[src/hw/rtl/lfsc_pkg.sv]
`default_nettype none
// ---------------------------------------------------------------------------
// lfsc_pkg
// Shared types and constants of the line follower steering controller.
// ---------------------------------------------------------------------------
package lfsc_pkg;

  localparam int HISTORY_DEPTH_DEF = 10;
  localparam int SENSOR_COUNT_DEF  = 8;

  localparam int PAT_W     = 8;
  localparam int POS_W     = 13;
  localparam int CMD_W     = 3;
  localparam int SPEED_W   = 8;
  localparam int HOLD_W    = 11;
  localparam int GAIN_W    = 16;
  localparam int RUNCFG_W  = 4;
  localparam int CFG_IDX_W = 3;
  localparam int CFG_DAT_W = 16;

  localparam int ERR_W   = 13;
  localparam int DIFF_W  = 14;
  localparam int SUM_W   = 32;
  localparam int MULA_W  = 33;
  localparam int MULB_W  = GAIN_W + 1;
  localparam int PROD_W  = MULA_W + MULB_W;
  localparam int FRAC_W  = 16;
  localparam int CORR_W  = PROD_W - FRAC_W;
  localparam int SPDX_W  = CORR_W + 1;

  localparam logic [POS_W-1:0]  POS_MAX    = 13'd7000;
  localparam logic [POS_W-1:0]  POS_CENTRE = 13'd3500;
  localparam logic [HOLD_W-1:0] HOLD_PULSE = 11'd150;
  localparam logic [HOLD_W-1:0] HOLD_END   = 11'd2000;

  typedef enum logic [CMD_W-1:0] {
    CMD_DRIVE     = 3'd0,
    CMD_FWD       = 3'd1,
    CMD_STOP_HOLD = 3'd2,
    CMD_STOP      = 3'd3,
    CMD_RIGHT     = 3'd4,
    CMD_LEFT      = 3'd5,
    CMD_BACK      = 3'd6
  } motion_t;

  typedef enum logic [CFG_IDX_W-1:0] {
    REG_GAIN_P     = 3'd0,
    REG_GAIN_I     = 3'd1,
    REG_GAIN_D     = 3'd2,
    REG_BASE_SPEED = 3'd3,
    REG_MAX_SPEED  = 3'd4,
    REG_START_RUN  = 3'd5,
    REG_END_RUN    = 3'd6,
    REG_TURN_SPEED = 3'd7
  } reg_idx_t;

  typedef enum logic [1:0] {
    MUL_P = 2'd0,
    MUL_I = 2'd1,
    MUL_D = 2'd2
  } mul_sel_t;

  typedef struct packed {
    logic [GAIN_W-1:0]   gain_p;
    logic [GAIN_W-1:0]   gain_i;
    logic [GAIN_W-1:0]   gain_d;
    logic [SPEED_W-1:0]  base_speed;
    logic [SPEED_W-1:0]  max_speed;
    logic [RUNCFG_W-1:0] start_run;
    logic [RUNCFG_W-1:0] end_run;
    logic [SPEED_W-1:0]  turn_speed;
  } cfg_t;

  typedef struct packed {
    logic     load;
    logic     set_started;
    logic     scan_clr;
    logic     scan_inc;
    logic     hit_latch;
    logic     pid_upd;
    logic     mul_en;
    mul_sel_t mul_sel;
    logic     acc_add;
    logic     corr_en;
    logic     emit;
    motion_t  emit_cmd;
    logic     emit_last;
  } ctrl_cmd_t;

  typedef struct packed {
    logic    start_hit;
    logic    end_hit;
    logic    pat_zero;
    logic    hit;
    motion_t hit_cmd;
    logic    scan_last;
    logic    out_free;
  } dp_status_t;

endpackage
`default_nettype wire

[src/hw/rtl/lfsc_ctrl.sv]
`default_nettype none
// ---------------------------------------------------------------------------
// lfsc_ctrl
// Sequencer: walks one sample through decision, history scan and PID steps.
// ---------------------------------------------------------------------------
module lfsc_ctrl
  import lfsc_pkg::*;
(
  input  wire logic       clk,
  input  wire logic       rst_n,
  input  wire logic       in_tvalid,
  output logic            in_tready,
  input  dp_status_t      status,
  output ctrl_cmd_t       cmd
);

  typedef enum logic [12:0] {
    S_IDLE   = 13'b0000000000001,
    S_DECIDE = 13'b0000000000010,
    S_SCAN   = 13'b0000000000100,
    S_HIT    = 13'b0000000001000,
    S_BACK   = 13'b0000000010000,
    S_STOP2  = 13'b0000000100000,
    S_PID    = 13'b0000001000000,
    S_MUL0   = 13'b0000010000000,
    S_MUL1   = 13'b0000100000000,
    S_MUL2   = 13'b0001000000000,
    S_ACC    = 13'b0010000000000,
    S_CORR   = 13'b0100000000000,
    S_DRIVE  = 13'b1000000000000
  } state_t;

  state_t state_r, state_nxt;

  always_ff @(posedge clk) begin
    if (!rst_n) begin
      state_r <= S_IDLE;
    end else begin
      state_r <= state_nxt;
    end
  end

  always_comb begin
    state_nxt = state_r;
    in_tready = 1'b0;
    cmd       = '0;
    case (state_r)
      S_IDLE: begin
        in_tready = 1'b1;
        if (in_tvalid) begin
          cmd.load  = 1'b1;
          state_nxt = S_DECIDE;
        end
      end
      S_DECIDE: begin
        if (status.start_hit) begin
          if (status.out_free) begin
            cmd.emit        = 1'b1;
            cmd.emit_cmd    = CMD_FWD;
            cmd.emit_last   = 1'b1;
            cmd.set_started = 1'b1;
            state_nxt       = S_IDLE;
          end
        end else if (status.end_hit) begin
          if (status.out_free) begin
            cmd.emit      = 1'b1;
            cmd.emit_cmd  = CMD_STOP_HOLD;
            cmd.emit_last = 1'b1;
            state_nxt     = S_IDLE;
          end
        end else if (status.pat_zero) begin
          if (status.out_free) begin
            cmd.emit     = 1'b1;
            cmd.emit_cmd = CMD_STOP;
            cmd.scan_clr = 1'b1;
            state_nxt    = S_SCAN;
          end
        end else begin
          state_nxt = S_PID;
        end
      end
      S_SCAN: begin
        if (status.hit) begin
          cmd.hit_latch = 1'b1;
          state_nxt     = S_HIT;
        end else if (status.scan_last) begin
          state_nxt = S_BACK;
        end else begin
          cmd.scan_inc = 1'b1;
        end
      end
      S_HIT: begin
        if (status.out_free) begin
          cmd.emit     = 1'b1;
          cmd.emit_cmd = status.hit_cmd;
          state_nxt    = S_PID;
        end
      end
      S_BACK: begin
        if (status.out_free) begin
          cmd.emit     = 1'b1;
          cmd.emit_cmd = CMD_BACK;
          state_nxt    = S_STOP2;
        end
      end
      S_STOP2: begin
        if (status.out_free) begin
          cmd.emit      = 1'b1;
          cmd.emit_cmd  = CMD_STOP;
          cmd.emit_last = 1'b1;
          state_nxt     = S_IDLE;
        end
      end
      S_PID: begin
        cmd.pid_upd = 1'b1;
        state_nxt   = S_MUL0;
      end
      S_MUL0: begin
        cmd.mul_en  = 1'b1;
        cmd.mul_sel = MUL_P;
        state_nxt   = S_MUL1;
      end
      S_MUL1: begin
        cmd.mul_en  = 1'b1;
        cmd.mul_sel = MUL_I;
        cmd.acc_add = 1'b1;
        state_nxt   = S_MUL2;
      end
      S_MUL2: begin
        cmd.mul_en  = 1'b1;
        cmd.mul_sel = MUL_D;
        cmd.acc_add = 1'b1;
        state_nxt   = S_ACC;
      end
      S_ACC: begin
        cmd.acc_add = 1'b1;
        state_nxt   = S_CORR;
      end
      S_CORR: begin
        cmd.corr_en = 1'b1;
        state_nxt   = S_DRIVE;
      end
      S_DRIVE: begin
        if (status.out_free) begin
          cmd.emit      = 1'b1;
          cmd.emit_cmd  = CMD_DRIVE;
          cmd.emit_last = 1'b1;
          state_nxt     = S_IDLE;
        end
      end
      default: begin
        state_nxt = S_IDLE;
      end
    endcase
  end

endmodule
`default_nettype wire

[src/hw/rtl/lfsc_dp.sv]
`default_nettype none
// ---------------------------------------------------------------------------
// lfsc_dp
// Datapath: pattern history, run counter, shape scan, PID and result register.
// ---------------------------------------------------------------------------
module lfsc_dp
  import lfsc_pkg::*;
#(
  parameter int HISTORY_DEPTH = HISTORY_DEPTH_DEF,
  parameter int SENSOR_COUNT  = SENSOR_COUNT_DEF
)
(
  input  wire logic               clk,
  input  wire logic               rst_n,
  input  cfg_t                    cfg,
  input  wire logic [PAT_W-1:0]   in_pattern,
  input  wire logic [POS_W-1:0]   in_position,
  input  ctrl_cmd_t               cmd,
  output dp_status_t              status,
  input  wire logic               out_ready,
  output logic                    out_valid,
  output logic [CMD_W-1:0]        out_command,
  output logic [SPEED_W-1:0]      out_speed_left,
  output logic [SPEED_W-1:0]      out_speed_right,
  output logic [HOLD_W-1:0]       out_hold_ms,
  output logic                    out_last
);

  localparam int SC    = SENSOR_COUNT;
  localparam int RUN_W = $clog2(HISTORY_DEPTH + 1);
  localparam int IDX_W = $clog2(HISTORY_DEPTH);
  localparam int CMP_W = (RUN_W > RUNCFG_W) ? RUN_W : RUNCFG_W;
  localparam int EXT_W = PAT_W + 16;

  localparam logic [SC-1:0]    ALL_ONES  = {SC{1'b1}};
  localparam logic [SC-1:0]    LEFT_LIM  = SC'((32'd1 << (SC - 2)) - 32'd1);
  localparam int unsigned      GAP_MID   = 32'd3 << (SC / 2 - 1);
  localparam logic [SC-1:0]    GAP0      = SC'(GAP_MID);
  localparam logic [SC-1:0]    GAP1      = SC'(GAP_MID << 1);
  localparam logic [SC-1:0]    GAP2      = SC'(GAP_MID >> 1);
  localparam logic [IDX_W-1:0] IDX_FIRST = IDX_W'(1);
  localparam logic [IDX_W-1:0] IDX_LAST  = IDX_W'(HISTORY_DEPTH - 1);
  localparam logic [RUN_W-1:0] RUN_FULL  = RUN_W'(HISTORY_DEPTH);

  function automatic logic is_right(input logic [SC-1:0] p);
    logic [SC-1:0] z;
    logic [SC:0]   zp1;
    begin
      z   = ~p;
      zp1 = {1'b0, z} + {{SC{1'b0}}, 1'b1};
      is_right = (p != '0) && (z >= SC'(3)) && ((zp1 & (zp1 - 1'b1)) == '0);
    end
  endfunction

  function automatic logic is_left(input logic [SC-1:0] p);
    logic [SC:0] pp1;
    begin
      pp1     = {1'b0, p} + {{SC{1'b0}}, 1'b1};
      is_left = (p != '0) && (p <= LEFT_LIM) && ((pp1 & (pp1 - 1'b1)) == '0);
    end
  endfunction

  function automatic logic is_gap(input logic [SC-1:0] p);
    is_gap = (p == GAP0) || (p == GAP1) || (p == GAP2);
  endfunction

  // History, run and flags
  logic [SC-1:0]     hist_r [HISTORY_DEPTH];
  logic [RUN_W-1:0]  run_r;
  logic              started_r;
  logic              pat_zero_r;
  logic [POS_W-1:0]  pos_r;
  logic [IDX_W-1:0]  idx_r;
  motion_t           hit_cmd_r;

  logic [EXT_W-1:0]  pat_ext;
  logic [SC-1:0]     pat;
  logic [SC-1:0]     scan_pat;
  logic              sh_right, sh_left, sh_gap;

  assign pat_ext  = {16'd0, in_pattern};
  assign pat      = pat_ext[SC-1:0];
  assign scan_pat = hist_r[idx_r];
  assign sh_right = is_right(scan_pat);
  assign sh_left  = is_left(scan_pat);
  assign sh_gap   = is_gap(scan_pat);

  always_ff @(posedge clk) begin
    if (!rst_n) begin
      for (int i = 0; i < HISTORY_DEPTH; i++) begin
        hist_r[i] <= ALL_ONES;
      end
      run_r     <= RUN_FULL;
      started_r <= 1'b0;
    end else begin
      if (cmd.load) begin
        hist_r[0] <= pat;
        for (int i = 1; i < HISTORY_DEPTH; i++) begin
          hist_r[i] <= hist_r[i-1];
        end
        if (pat == ALL_ONES) begin
          run_r <= (run_r == RUN_FULL) ? run_r : run_r + 1'b1;
        end else begin
          run_r <= '0;
        end
      end
      if (cmd.set_started) begin
        started_r <= 1'b1;
      end
    end
  end

  always_ff @(posedge clk) begin
    if (cmd.load) begin
      pat_zero_r <= (pat == '0);
      pos_r      <= (in_position > POS_MAX) ? POS_MAX : in_position;
    end
    if (cmd.scan_clr) begin
      idx_r <= IDX_FIRST;
    end else if (cmd.scan_inc) begin
      idx_r <= idx_r + 1'b1;
    end
    if (cmd.hit_latch) begin
      if (sh_right) begin
        hit_cmd_r <= CMD_RIGHT;
      end else if (sh_left) begin
        hit_cmd_r <= CMD_LEFT;
      end else begin
        hit_cmd_r <= CMD_FWD;
      end
    end
  end

  // PID
  logic signed [ERR_W-1:0]  err_r, err_new;
  logic signed [ERR_W-1:0]  prev_err_r;
  logic signed [DIFF_W-1:0] diff_r;
  logic signed [SUM_W-1:0]  sum_r, sum_sat;
  logic signed [SUM_W:0]    sum_wide;
  logic signed [DIFF_W-1:0] err_wide;
  logic signed [MULA_W-1:0] mul_a;
  logic signed [MULB_W-1:0] mul_b;
  logic signed [PROD_W-1:0] prod_r, prod_nxt;
  logic signed [PROD_W-1:0] acc_r;
  logic signed [PROD_W-1:0] acc_bias;
  logic signed [CORR_W-1:0] corr_r;

  assign err_wide = $signed({1'b0, POS_CENTRE}) - $signed({1'b0, pos_r});
  assign err_new  = err_wide[ERR_W-1:0];
  assign sum_wide = {sum_r[SUM_W-1], sum_r} + {{(SUM_W+1-ERR_W){err_new[ERR_W-1]}}, err_new};

  always_comb begin
    if (sum_wide[SUM_W] != sum_wide[SUM_W-1]) begin
      sum_sat = sum_wide[SUM_W] ? {1'b1, {(SUM_W-1){1'b0}}} : {1'b0, {(SUM_W-1){1'b1}}};
    end else begin
      sum_sat = sum_wide[SUM_W-1:0];
    end
  end

  always_comb begin
    case (cmd.mul_sel)
      MUL_P: begin
        mul_a = {{(MULA_W-ERR_W){err_r[ERR_W-1]}}, err_r};
        mul_b = $signed({1'b0, cfg.gain_p});
      end
      MUL_I: begin
        mul_a = {sum_r[SUM_W-1], sum_r};
        mul_b = $signed({1'b0, cfg.gain_i});
      end
      MUL_D: begin
        mul_a = {{(MULA_W-DIFF_W){diff_r[DIFF_W-1]}}, diff_r};
        mul_b = $signed({1'b0, cfg.gain_d});
      end
      default: begin
        mul_a = '0;
        mul_b = '0;
      end
    endcase
    prod_nxt = mul_a * mul_b;
  end

  // Division by 2^16 rounding toward zero: bias negatives before the shift.
  assign acc_bias = acc_r + (acc_r[PROD_W-1] ? PROD_W'(65535) : '0);

  always_ff @(posedge clk) begin
    if (!rst_n) begin
      sum_r      <= '0;
      prev_err_r <= '0;
    end else if (cmd.pid_upd) begin
      sum_r      <= sum_sat;
      prev_err_r <= err_new;
    end
  end

  always_ff @(posedge clk) begin
    if (cmd.pid_upd) begin
      err_r  <= err_new;
      diff_r <= {err_new[ERR_W-1], err_new} - {prev_err_r[ERR_W-1], prev_err_r};
      acc_r  <= '0;
    end else if (cmd.acc_add) begin
      acc_r <= acc_r + prod_r;
    end
    if (cmd.mul_en) begin
      prod_r <= prod_nxt;
    end
    if (cmd.corr_en) begin
      corr_r <= acc_bias[PROD_W-1:FRAC_W];
    end
  end

  // Motor speeds from the correction, clamped to [0, max_speed]
  logic signed [SPDX_W-1:0] spd_a, spd_b;
  logic signed [SPDX_W-1:0] base_x, max_x;
  logic [SPEED_W-1:0]       sat_a, sat_b;

  assign base_x = $signed({{(SPDX_W-SPEED_W){1'b0}}, cfg.base_speed});
  assign max_x  = $signed({{(SPDX_W-SPEED_W){1'b0}}, cfg.max_speed});
  assign spd_a  = base_x + {corr_r[CORR_W-1], corr_r};
  assign spd_b  = base_x - {corr_r[CORR_W-1], corr_r};

  always_comb begin
    if (spd_a[SPDX_W-1]) begin
      sat_a = '0;
    end else if (spd_a > max_x) begin
      sat_a = cfg.max_speed;
    end else begin
      sat_a = spd_a[SPEED_W-1:0];
    end
    if (spd_b[SPDX_W-1]) begin
      sat_b = '0;
    end else if (spd_b > max_x) begin
      sat_b = cfg.max_speed;
    end else begin
      sat_b = spd_b[SPEED_W-1:0];
    end
  end

  // Result register
  logic               out_valid_r;
  logic [SPEED_W-1:0] left_nxt, right_nxt;
  logic [HOLD_W-1:0]  hold_nxt;

  always_comb begin
    left_nxt  = '0;
    right_nxt = '0;
    hold_nxt  = '0;
    case (cmd.emit_cmd)
      CMD_DRIVE: begin
        left_nxt  = sat_a;
        right_nxt = sat_b;
      end
      CMD_RIGHT, CMD_LEFT: begin
        left_nxt  = cfg.turn_speed;
        right_nxt = cfg.turn_speed;
      end
      CMD_FWD, CMD_BACK: begin
        hold_nxt = HOLD_PULSE;
      end
      CMD_STOP_HOLD: begin
        hold_nxt = HOLD_END;
      end
      default: begin
        hold_nxt = '0;
      end
    endcase
  end

  always_ff @(posedge clk) begin
    if (!rst_n) begin
      out_valid_r <= 1'b0;
    end else if (cmd.emit) begin
      out_valid_r <= 1'b1;
    end else if (out_ready) begin
      out_valid_r <= 1'b0;
    end
  end

  always_ff @(posedge clk) begin
    if (cmd.emit) begin
      out_command     <= cmd.emit_cmd;
      out_speed_left  <= left_nxt;
      out_speed_right <= right_nxt;
      out_hold_ms     <= hold_nxt;
      out_last        <= cmd.emit_last;
    end
  end

  assign out_valid = out_valid_r;

  assign status.start_hit = (CMP_W'(run_r) > CMP_W'(cfg.start_run)) && !started_r;
  assign status.end_hit   = (CMP_W'(run_r) > CMP_W'(cfg.end_run)) && started_r;
  assign status.pat_zero  = pat_zero_r;
  assign status.hit       = sh_right || sh_left || sh_gap;
  assign status.hit_cmd   = hit_cmd_r;
  assign status.scan_last = (idx_r == IDX_LAST);
  assign status.out_free  = !out_valid_r || out_ready;

endmodule
`default_nettype wire

[src/hw/rtl/line_follower_steering_controller.sv]
`default_nettype none
// ---------------------------------------------------------------------------
// line_follower_steering_controller
// Turns line sensor samples into motion commands and PID motor speeds.
// ---------------------------------------------------------------------------
// Each input beat is one sensor sample and gives one to three result beats,
// the final one marked with out_tlast. The block works on one sample at a
// time. A start or end sample has its result written to the output register
// in the decision state. A plain sample goes on from the decision state to
// the PID update, then runs its three gain products one after another
// through a single shared 33 x 17 multiplier with an accumulator, divides
// the sum by 2^16 into a correction and writes its drive result to the
// output register. An all-zero pattern scans the older history entries one
// per cycle until a shape is found or the oldest entry is reached. A result
// that the sink has not yet taken holds the sequence only when the next
// result is due; the block takes the next sample while the last result of
// the previous one still waits. Configuration writes take effect at once and
// should only be made while the block is idle.
// ---------------------------------------------------------------------------
module line_follower_steering_controller
  import lfsc_pkg::*;
#(
  parameter int HISTORY_DEPTH = HISTORY_DEPTH_DEF,
  parameter int SENSOR_COUNT  = SENSOR_COUNT_DEF
)
(
  input  wire logic                 clk,
  input  wire logic                 rst_n,
  // Configuration write port
  input  wire logic                 cfg_wr_en,
  input  wire logic [CFG_IDX_W-1:0] cfg_index,
  input  wire logic [CFG_DAT_W-1:0] cfg_data,
  // Sample input
  input  wire logic                 in_tvalid,
  output logic                      in_tready,
  input  wire logic [23:0]          in_tdata,   // line_pattern[7:0], line_position[20:8]
  // Result output
  output logic                      out_tvalid,
  input  wire logic                 out_tready,
  output logic [31:0]               out_tdata,  // command[2:0], speed_left[10:3],
                                                // speed_right[18:11], hold_ms[29:19]
  output logic                      out_tlast
);

  // Configuration registers, loaded with their reset defaults.
  cfg_t cfg_r;

  always_ff @(posedge clk) begin
    if (!rst_n) begin
      cfg_r.gain_p     <= 16'd4588;
      cfg_r.gain_i     <= 16'd52;
      cfg_r.gain_d     <= 16'd39322;
      cfg_r.base_speed <= 8'd100;
      cfg_r.max_speed  <= 8'd150;
      cfg_r.start_run  <= 4'd5;
      cfg_r.end_run    <= 4'd6;
      cfg_r.turn_speed <= 8'd120;
    end else if (cfg_wr_en) begin
      case (cfg_index)
        REG_GAIN_P:     cfg_r.gain_p     <= cfg_data;
        REG_GAIN_I:     cfg_r.gain_i     <= cfg_data;
        REG_GAIN_D:     cfg_r.gain_d     <= cfg_data;
        REG_BASE_SPEED: cfg_r.base_speed <= cfg_data[SPEED_W-1:0];
        REG_MAX_SPEED:  cfg_r.max_speed  <= cfg_data[SPEED_W-1:0];
        REG_START_RUN:  cfg_r.start_run  <= cfg_data[RUNCFG_W-1:0];
        REG_END_RUN:    cfg_r.end_run    <= cfg_data[RUNCFG_W-1:0];
        REG_TURN_SPEED: cfg_r.turn_speed <= cfg_data[SPEED_W-1:0];
        default: begin
        end
      endcase
    end
  end

  ctrl_cmd_t  cmd;
  dp_status_t status;

  logic [CMD_W-1:0]   res_command;
  logic [SPEED_W-1:0] res_left;
  logic [SPEED_W-1:0] res_right;
  logic [HOLD_W-1:0]  res_hold;

  // The sequencer steps each sample through its decision, scan and PID.
  lfsc_ctrl u_ctrl (
    .clk       (clk),
    .rst_n     (rst_n),
    .in_tvalid (in_tvalid),
    .in_tready (in_tready),
    .status    (status),
    .cmd       (cmd)
  );

  // The datapath holds the history, PID state and the output register.
  lfsc_dp #(
    .HISTORY_DEPTH (HISTORY_DEPTH),
    .SENSOR_COUNT  (SENSOR_COUNT)
  ) u_dp (
    .clk             (clk),
    .rst_n           (rst_n),
    .cfg             (cfg_r),
    .in_pattern      (in_tdata[7:0]),
    .in_position     (in_tdata[20:8]),
    .cmd             (cmd),
    .status          (status),
    .out_ready       (out_tready),
    .out_valid       (out_tvalid),
    .out_command     (res_command),
    .out_speed_left  (res_left),
    .out_speed_right (res_right),
    .out_hold_ms     (res_hold),
    .out_last        (out_tlast)
  );

  assign out_tdata = {2'b00, res_hold, res_right, res_left, res_command};

endmodule
`default_nettype wire

[config.mk]
export PLATFORM = sky130hd
export DESIGN_NAME = line_follower_steering_controller
export DESIGN_NICKNAME = d
export VERILOG_FILES = /design/src/hw/rtl/lfsc_pkg.sv /design/src/hw/rtl/lfsc_ctrl.sv /design/src/hw/rtl/lfsc_dp.sv /design/src/hw/rtl/line_follower_steering_controller.sv
export SDC_FILE = /design/constraint.sdc
export NUM_CORES = 2
export LEC_CHECK = 0
export ABC_AREA = 0
export BUFFER_PORTS_ARGS = -buffer_cell sky130_fd_sc_hd__clkbuf_2
export CAP_MARGIN = 5
export CORE_MARGIN = 3
export CORE_UTILIZATION = 59
export CTS_CLUSTER_DIAMETER = 150
export DETAILED_ROUTE_END_ITERATION = 8
export GPL_ROUTABILITY_DRIVEN = 1
export PLACE_DENSITY = 0.79
export SYNTH_ARGS = -nofsm -noshare
export SYNTH_HDL_FRONTEND = slang
export SYNTH_SLANG_ARGS = --single-unit
export TNS_END_PERCENT = 30
[constraint.sdc]
create_clock -name clk -period 8.75 [get_ports clk]
set_input_delay 0 -clock clk [delete_from_list [all_inputs] [get_ports clk]]
set_output_delay 0 -clock clk [all_outputs]
set_load 0.1 [all_outputs]
==> results.md <==
* Status: complete, no violations
* Startpoint types: flip-flop
* Dominant synthesized flop cell: edfxtp_1
* First-pass GRT wire length at about 180 mm
* DRT iter0 DRCs at between 3000 and 4000
* CP top delay family: adder cells
* Worst-margin pin slew at 1.18 ns
* Setup Crit Path Kind: reg -> reg
* Reg2reg end: u_dp.prod_r[49]
* Clk_lat worst skew at 0.63 ns
* Layout cells sized above 1 at 9.53%
* Reg2Reg Depth at 30
* Port bufs at 74
* Critical path required time at a little over 9 ns
* Worst hold start: in_tdata[19]
* Design area at between 40000 and 50000 µm²
* Core Area at ~72000 µm²
* Commonest cells after routing, fill and taps aside: 692 x nand2_1, 682 x inv_1, 497 x fa_1
* Fill cell count at 5481
* Detailed-route DRC error count at 0
* Post-synth ARST share at 0%
* CP Capture Type: flip-flop
* Root Driver: clkbuf_16
* Clk_skew at 0.0388 ns
* Clk buf depth at 3
* Hold WC Path Type: in -> reg
* Worst-path clk slew at approximately 0.06 ns
* Vias at 35500
* Area growth syn-to-layout at 11.5%
* Final period util at 97.9%
* RR Startpoint: u_ctrl.state_r[4]
* Mean Syn Cell Area at 8.91 µm²
* Placer Congestion at between 0.9 and 1
* Hold_ws at 0.165 ns
* Period minus WS final at 8.57 ns
* Die area at 76900 µm²
* Hold EP: u_dp.pos_r[11]
* Final Setup Violations at 0
* Worst Path Max Fanout at 21
* Total track usage at 28.8%
* Final TNS setup at 0 ns
* Commonest non-fill, non-tap cell in the layout: nand2_1
* Ys Warns at 0
* Max H-tree Level at 2
* Total CTS buffers at 48
* Per-cell routed wire length at between 15 and 20 µm
* Avg Vias per Cell at 5.92
* CP Buf/Inv Count at 6
* Placed insts at 5823
* Most frequent CP cell: fa_1
* Antenna violations before repair at 2
* Num ports at 83
* Pwr Total at 8.08 mW
* Cell Rows at 98
* Final nets at 5831
* Mapped Area at 43400 µm²
* Hold Path Stages at 2
* Final non-filler cell total at 5998
* Final core occ at 67.1%
* Grt ovf at 0
* Final Hold Vio Count at 0
* Worst vdd ir at approximately 0.00015 V
* Die X-Extent at 277 µm
* TritonCTS clock tree: yes
* FF+latch count, synth at 432
* Number of global-route vias before repair at 35000
* PnR worst setup slack at 0.181 ns
* Post-DP HPWL at 85.8 mm
* Initial Util at 60.1%
* Worst slew margin at 21.4%
* PD cells at 167 nW/µm²
* Cell variety after synth at 97
* P_leak at ~22 nW
* Placement Setup Slack at -0.00616 ns
* Fmax at 117 MHz
* Cells after Synth at slightly below 5000
* Placed Area at 45400 µm²
* Largest net degree at the start of global routing at 95
* Worst R2R Setup Slack at 0.18 ns
* Final ANT Viol Nets at 0
* EDFF count, synth at 230
* CTS Sinks at 432
* Final wirelength at 114 mm
* Slowest stage delay, CP at 0.56 ns
* Worst EP arrival at 8.91 ns
* Max Slew Vio Count at 0
* Drt pass-1 iters at 6
* Sequential fraction of the synthesis area at 25.2%
* Die height at 277 µm
* Slowest cell on the critical path: fa_1
* Max-Cap Viols at 0
[report_power, final]
| part | switching, mW | internal (mW) | total, mW |
|---|---|---|---|
| registers | 0.0206 | 2.34 | 2.36 |
| clock network | 0.871 | 1.16 | 2.03 |
| logic | 2.09 | 1.60 | 3.69 |
| total | 2.98 | 5.10 | 8.08 |
[final cells by class]
class	instances	area (µm²)	share of cell area (%)
multi-input combinational	3539	29600	61.1
sequential	432	11000	22.6
inverter	684	2570	5.31
timing repair buffer	302	2540	5.24
clock buffer	69	1370	2.83
tap	950	1190	2.45
clock inverter	21	215	0.444
antenna	1	2.50	0.00517
[Yosys cell counts, types with 8 or more instances]
| library cell | number | share of area [%] |
|---|---|---|
| mux2_2 | 13 | 0.34 |
| nand2b_1 | 43 | 0.62 |
| clkbuf_1 | 193 | 1.7 |
| xor2_1 | 55 | 1.1 |
| o21a_1 | 36 | 0.62 |
| nor4_1 | 10 | 0.14 |
| a221oi_1 | 25 | 0.50 |
| o21ai_1 | 27 | 0.31 |
| a22o_1 | 11 | 0.22 |
| o31ai_1 | 9 | 0.16 |
| o2111ai_1 | 9 | 0.18 |
| or2_2 | 18 | 0.26 |
| buf_4 | 13 | 0.22 |
| fa_1 | 498 | 23 |
| o21ai_0 | 157 | 1.8 |
| a41oi_1 | 9 | 0.18 |
| a31oi_1 | 43 | 0.62 |
| a21oi_1 | 264 | 3.0 |
| and4_1 | 8 | 0.16 |
| mux2i_1 | 46 | 1.1 |
| o31a_1 | 8 | 0.16 |
| nor3_1 | 35 | 0.40 |
| a31o_2 | 8 | 0.16 |
| a21o_1 | 82 | 1.4 |
| o22ai_1 | 15 | 0.22 |
| dfxtp_1 | 202 | 9.3 |
| nand2_1 | 696 | 6.0 |
| and3_1 | 31 | 0.45 |
| ha_1 | 278 | 8.0 |
| edfxtp_1 | 230 | 16 |
| inv_1 | 683 | 5.9 |
| or3_1 | 103 | 1.5 |
| nor2b_1 | 39 | 0.56 |
| o21bai_1 | 18 | 0.31 |
| nand4_1 | 34 | 0.49 |
| a221o_1 | 24 | 0.55 |
| a21boi_0 | 11 | 0.19 |
| o211ai_1 | 16 | 0.28 |
| xnor2_1 | 150 | 3.0 |
| and2_1 | 47 | 0.68 |
| nor2_1 | 382 | 3.3 |
| buf_1 | 12 | 0.10 |
| a211oi_1 | 46 | 0.80 |
| nor3b_1 | 8 | 0.14 |
| nand3_1 | 110 | 1.3 |
[routing by layer]
layer	global-route usage [%]	share of wire, %
met5	0	0.0061
met4	9.78	3.8
met3	3.85	8.4
met2	46.8	46
met1	40.0	42
[cells by family after synthesis]
logic type	Yosys count	share of synthesized area, %
and+or+nand+nor	1604	16.8
buffers and inverters	910	8.03
AOI/OAI and AO/OA	871	13.0
adders and majority gates	782	31.1
DFF	432	25.2
xor gates and xnor gates	205	4.13
muxes	69	1.76
other	1	0.00863
[worst reg2reg max path: cells and delay by family, from the launching register on]
kind	cells	cell delay (ns)
adders and majority gates	7	3.26
AOI/OAI and AO/OA	8	2.32
and+or+nand+nor	8	1.33
buffers and inverters	6	0.98
DFF	1	0.34
xor gates and xnor gates	1	0.09
[what timing repair did]
item                       CTS  global route
setup endpoints to repair    2            12
buffers inserted             0            30
pin swaps                    1            31
hold buffers                48             0
cloned                       1             5
hold endpoints to repair   111             0
gates resized for setup     11           105
[state kept, by name (all words and copies together), names as in the netlist, 14 cells and up, named ones only]
name         flops
u_dp.acc_r      50
u_dp.sum_r      32
u_dp.corr_r     34
cfg_r           80
u_dp.hist_r     80
u_dp.diff_r     14
u_dp.prod_r     50
[worst max path at each step]
stage / slack, ns / from / depth (start not counted) / to
after floorplan: 0.006 / u_ctrl.state_r[12] / 35 / u_dp.prod_r[47]
after global placement: 0.12 / u_ctrl.state_r[12] / 32 / u_dp.prod_r[47]
after detailed placement: -0.006 / u_ctrl.state_r[2] / 30 / u_dp.prod_r[47]
after CTS: 0.0008 / u_ctrl.state_r[2] / 27 / u_dp.prod_r[47]
after global routing: -0.14 / u_ctrl.state_r[4] / 32 / u_dp.prod_r[47]
final: 0.18 / u_ctrl.state_r[4] / 30 / u_dp.prod_r[49]
No activity file was read; power rests on OpenSTA's default activity.
